===== config.mk =====
export PLATFORM = sky130hd
export DESIGN_NAME = igvp_vel_lane
export DESIGN_NICKNAME = d
export VERILOG_FILES = /design/src/rtl/core/imu_gravity_velocity_projection_macros.svh /design/src/rtl/core/igvp_pkg.sv /design/src/rtl/core/igvp_vel_lane.sv
export SDC_FILE = /design/constraint.sdc
export NUM_CORES = 2
export LEC_CHECK = 0
export BUFFER_PORTS_ARGS = -buffer_cell sky130_fd_sc_hd__buf_2
export CAP_MARGIN = 20
export CORE_ASPECT_RATIO = 1.2
export CORE_MARGIN = 1.5
export CORE_UTILIZATION = 30
export CTS_BUF_LIST = sky130_fd_sc_hd__clkbuf_8 sky130_fd_sc_hd__clkbuf_16
export CTS_CLUSTER_SIZE = 16
export DETAILED_ROUTE_END_ITERATION = 6
export SETUP_SLACK_MARGIN = 0.1
export SYNTH_ARGS = -nofsm -noshare
export SYNTH_HDL_FRONTEND = slang
export SYNTH_SLANG_ARGS = --single-unit

===== constraint.sdc =====
create_clock -name clock -period 10.4 [get_ports clock]
set_input_delay 1.56 -clock clock [delete_from_list [all_inputs] [get_ports clock]]
set_output_delay 1.56 -clock clock [all_outputs]
set_load 0.01 [all_outputs]

===== src/rtl/core/imu_gravity_velocity_projection_macros.svh =====
// Assertion helpers shared by the RTL of the gravity/velocity projection block.
`ifndef IMU_GRAVITY_VELOCITY_PROJECTION_MACROS_SVH
`define IMU_GRAVITY_VELOCITY_PROJECTION_MACROS_SVH

// Same-cycle implication, disabled while reset is high.
`define IGVP_ASSERT_IMP(label, clk, rst, ante, cons, msg) \
   label: assert property (@(posedge clk) disable iff (rst) (ante) |-> (cons)) else $error(msg);

// Next-cycle implication, disabled while reset is high.
`define IGVP_ASSERT_NEXT(label, clk, rst, ante, cons, msg) \
   label: assert property (@(posedge clk) disable iff (rst) (ante) |=> (cons)) else $error(msg);

`endif


===== src/rtl/core/igvp_pkg.sv =====
`timescale 1ns / 1ps

package igvp_pkg;

   localparam int QUAT_W   = 16;
   localparam int GRAV_W   = 16;
   localparam int THR_W    = 15;
   localparam int NUM_AXES = 3;
   localparam int NUM_PROD = 9;
   localparam int NUM_COEF = 9;

   localparam logic [THR_W-1:0] FALL_THR_RESET = 15'd29491;

   // quaternion product slots
   localparam int P_XX = 0;
   localparam int P_YY = 1;
   localparam int P_ZZ = 2;
   localparam int P_XY = 3;
   localparam int P_WZ = 4;
   localparam int P_XZ = 5;
   localparam int P_WY = 6;
   localparam int P_YZ = 7;
   localparam int P_WX = 8;

   // rotation matrix slots, row major
   localparam int R00 = 0;
   localparam int R01 = 1;
   localparam int R02 = 2;
   localparam int R10 = 3;
   localparam int R11 = 4;
   localparam int R12 = 5;
   localparam int R20 = 6;
   localparam int R21 = 7;
   localparam int R22 = 8;

   typedef logic signed [QUAT_W-1:0]   quat_type;
   typedef logic signed [2*QUAT_W-1:0] prod_type;
   typedef logic signed [GRAV_W-1:0]   grav_type;
   typedef logic [THR_W-1:0]           thr_type;

endpackage


===== src/rtl/core/igvp_vel_lane.sv =====
`timescale 1ns / 1ps

// One body-frame velocity axis: three products, then sum, round and saturate.
module igvp_vel_lane #(
   parameter int QUAT_FRAC_BITS = 15,
   parameter int VEL_WIDTH      = 16
) (
   input  logic                              clock,
   input  logic signed [QUAT_FRAC_BITS+1:0]  coef [igvp_pkg::NUM_AXES],
   input  logic signed [VEL_WIDTH-1:0]       vel  [igvp_pkg::NUM_AXES],
   output logic signed [VEL_WIDTH-1:0]       base_vel
);
   import igvp_pkg::*;

   localparam int CW = QUAT_FRAC_BITS + 2;
   localparam int PW = CW + VEL_WIDTH;
   localparam int SW = PW + 2;

   typedef logic signed [PW-1:0]        lane_prod_type;
   typedef logic signed [SW-1:0]        lane_sum_type;
   typedef logic signed [VEL_WIDTH-1:0] lane_vel_type;

   localparam lane_sum_type HALF   = lane_sum_type'(2**(QUAT_FRAC_BITS-1));
   localparam lane_sum_type VEL_HI = (lane_sum_type'(1) <<< (VEL_WIDTH-1)) - lane_sum_type'(1);
   localparam lane_sum_type VEL_LO = -VEL_HI - lane_sum_type'(1);

   lane_prod_type prod_ff [NUM_AXES];
   lane_prod_type prod_in [NUM_AXES];
   lane_sum_type  sum;
   lane_vel_type  base_vel_ff;
   lane_vel_type  base_vel_in;

   always_comb begin
      for (int j = 0; j < NUM_AXES; j++) begin
         prod_in[j] = lane_prod_type'(coef[j]) * lane_prod_type'(vel[j]);
      end
   end

   always_ff @(posedge clock) begin
      prod_ff <= prod_in;
   end

   // round half up, then clamp to the velocity range
   always_comb begin
      sum = (lane_sum_type'(prod_ff[0]) + lane_sum_type'(prod_ff[1])
             + lane_sum_type'(prod_ff[2]) + HALF) >>> QUAT_FRAC_BITS;
      if (sum > VEL_HI) begin
         base_vel_in = lane_vel_type'(VEL_HI);
      end else if (sum < VEL_LO) begin
         base_vel_in = lane_vel_type'(VEL_LO);
      end else begin
         base_vel_in = lane_vel_type'(sum);
      end
   end

   always_ff @(posedge clock) begin
      base_vel_ff <= base_vel_in;
   end

   assign base_vel = base_vel_ff;

endmodule

==> metrics.cfg <==
[yosys]
ys_seq_elements = 115
ys_types = 72
synth_top_area_frac = 0.482
syn_area_sq_um = 35700
synthTopCellsByCount = inv_1, fa_1, nand2_1, and2_1, ha_1
yosysMostFrequentCell = inv_1
ys_warn_count = 0
synth.largest_area_cell = fa_1
ys.flop_type = dfxtp_1
synthCells = 3783
seq_area_frac_synth = 0.0645
syn_nets = 5059
synth.top_cells.by_area = fa_1, ha_1, inv_1, and2_1, dfxtp_1
syn_avg_cell_area_sq_um = 9.44
synth_edf_count = 0
postSynth.asyncResetShare = 0

[global_route]
grt_overflow = 0
track_usage = 0.154
grt_pass1_wl_microns = 147000
grt_max_degree = 18
grt_pass1_vias = 28000
grt_antenna_before_repair = 5

[run_status]
status = finished, final reports clean

[timing]
period_minus_slack_ns = 7.50
clock_skew_ns = 0.00812
setup_tns_ns = 0
finalHoldViolCount = 0
rsz0062_at_grt = no
finalSetupViolations = 0
worst_pin_slew_ns = 0.761
timing.fmax_mhz = 133
drv_slew = 0
maxSlewHeadroom = 0.491
fin_crit_sh = 0.721

[critical_path]
path_cells = buf_2 > nand2_1 > fa_1 > fa_1 > fa_1 > fa_1 > inv_1 > fa_1 > inv_1 > fa_1 > inv_1 > ha_1 > a21o_1 > a21o_1 > a21o_1 > a32o_1 > o41ai_2 > o21ai_0 > a31oi_1 > o21ai_1 > xnor2_1
crit_path_end_kind = register
worstSetupPathType = primary input to register
crit_fanout = 17
cpMostUsedCell = fa_1
worstPathArrival_ns = 7.79
required_ns = 10.69
slowest_stage = fa_1
cp_slowest_stage_delay_ns = 0.57
rrSetupSlack_ns = 6.01
startpoint_type = primary input

[detailed_routing]
ant_nets = 0
wirelength_microns = 88600
vias = 24700
routedWlPerCell_microns = 16.5
viasPerCell = 4.61
first_iter_violations = 1084
drc = 0
first_pass_iters = 5

[placement]
dpl-instance-area_sq_um = 37800
gp_congestion = 0.843
hpwl_microns = 74800
io_buffers = 115

[die]
dieArea_sq_um = 121000
io_pins = 116
core_sq_um = 118000
fp.dieW_microns = 318
num_rows = 138
die_h_microns = 381
initial_core_util = 0.303

[clocking]
clkTransAtPathRegs_ns = 0.06
cts.path.max_buffers = 2
clock-sinks = 115
h-tree-depth = 4
clock_tree.root_cell = clkbuf_16
cts_tree = built
holdBufCountCts = 0
numCtsBuffers = 17
cts_resized = 0
clock_latency_ns = 0.42
cts_post_setup_buffers_inserted = 0

[cells_and_area]
drive_gt1_frac = 0.0445
final_cell_area_sq_um = 38400
fin_nets = 5079
fillCellCount = 12200
syn2layout_area_growth_pct = 7.53

[hold_path]
hp-class = register to register

[flow_run]
cap_viol_max_count = 0

[final cells by class]
cell class                      instances  area (sq um)  area share
Clock inverter                         15           195     0.00508
Timing Repair Buffer                  116           583      0.0152
Tap cell                             1540          1930      0.0502
Clock buffer                           17           425      0.0111
Sequential cell                       115          2300      0.0600
Multi-Input combinational cell       2616         29400       0.767
Antenna cell                            2          5.00    0.000130
Inverter                              937          3520      0.0916
[cells by family after synthesis]
family	share of synthesized area
XOR/XNOR	0.0312
buffers and inverters	0.111
adder cells (fa/ha/maj)	0.593
flip-flops	0.0645
multiplexers	0.000280
AO/OA/AOI/OAI	0.0614
AND/OR/NAND/NOR	0.139
[cells in the final DEF (no fill, tap or decap), types with 4 or more instances in the layout]
| cell | instances |
|---|---|
| inv_1 | 937 |
| fa_1 | 860 |
| nand2_1 | 417 |
| and2_1 | 382 |
| ha_1 | 316 |
| dfxtp_1 | 115 |
| buf_2 | 115 |
| xnor2_1 | 96 |
| a21oi_1 | 95 |
| nor2_1 | 90 |
| a21o_1 | 70 |
| o21ai_0 | 46 |
| xor2_1 | 28 |
| nor3_1 | 20 |
| nand2b_1 | 18 |
| clkbuf_16 | 17 |
| o21bai_1 | 16 |
| nand3_1 | 16 |
| o21a_1 | 14 |
| a211oi_1 | 13 |
| and3_1 | 10 |
| or3_1 | 8 |
| nor2b_1 | 8 |
| a31oi_1 | 6 |
| nand4_1 | 6 |
| o31ai_1 | 6 |
| and4_1 | 6 |
| o211ai_1 | 5 |
| inv_6 | 5 |
| a211o_1 | 4 |
[layer usage]
layer,part of all wire,global-route usage,vias to the layer above
met5,0.00030,0,-
met4,0.036,0.0526,4
met3,0.027,0.0113,138
met2,0.55,0.299,442
met1,0.38,0.174,12900
li1,-,-,11200
[flip-flops by register name, summed over array words and instances (netlist names)]
name	count
base_vel	16
prod_ff	99
[worst paths after layout]
kind	from	endpoint	cells past startpoint
min reg2reg	prod_ff[98]$_DFF_P_	base_vel[15]$_SDFF_PN0_	4
max reg2reg	prod_ff[46]$_DFF_P_	base_vel[13]$_SDFF_PN1_	12
min	prod_ff[98]$_DFF_P_	base_vel[15]$_SDFF_PN0_	4
max	vel[33]	prod_ff[98]$_DFF_P_	21
[critical path, delay by kind of cell]
family	cells	cell delay, ns
buffers and inverters	4	0.52
and+or+nand+nor	1	0.15
adders and majority gates	7	3.41
xor gates and xnor gates	1	0.14
AOI/OAI and AO/OA	8	2.02
[per-stage QoR]
step	instances	hold WS (ns)	setup WS, ns	util
after global routing	5357	1.15	2.59	0.325
final	5358	1.07	2.90	0.325
after detailed placement	5324	1.10	2.51	0.320
after CTS	5356	1.10	2.95	0.325
after floorplan	3783	0.973	3.01	-
after global placement	5324	1.09	2.53	0.320
Power is left out: the tool's default activity adds up to more than one toggle a clock period on the data nets, which glitch-free logic cannot reach.
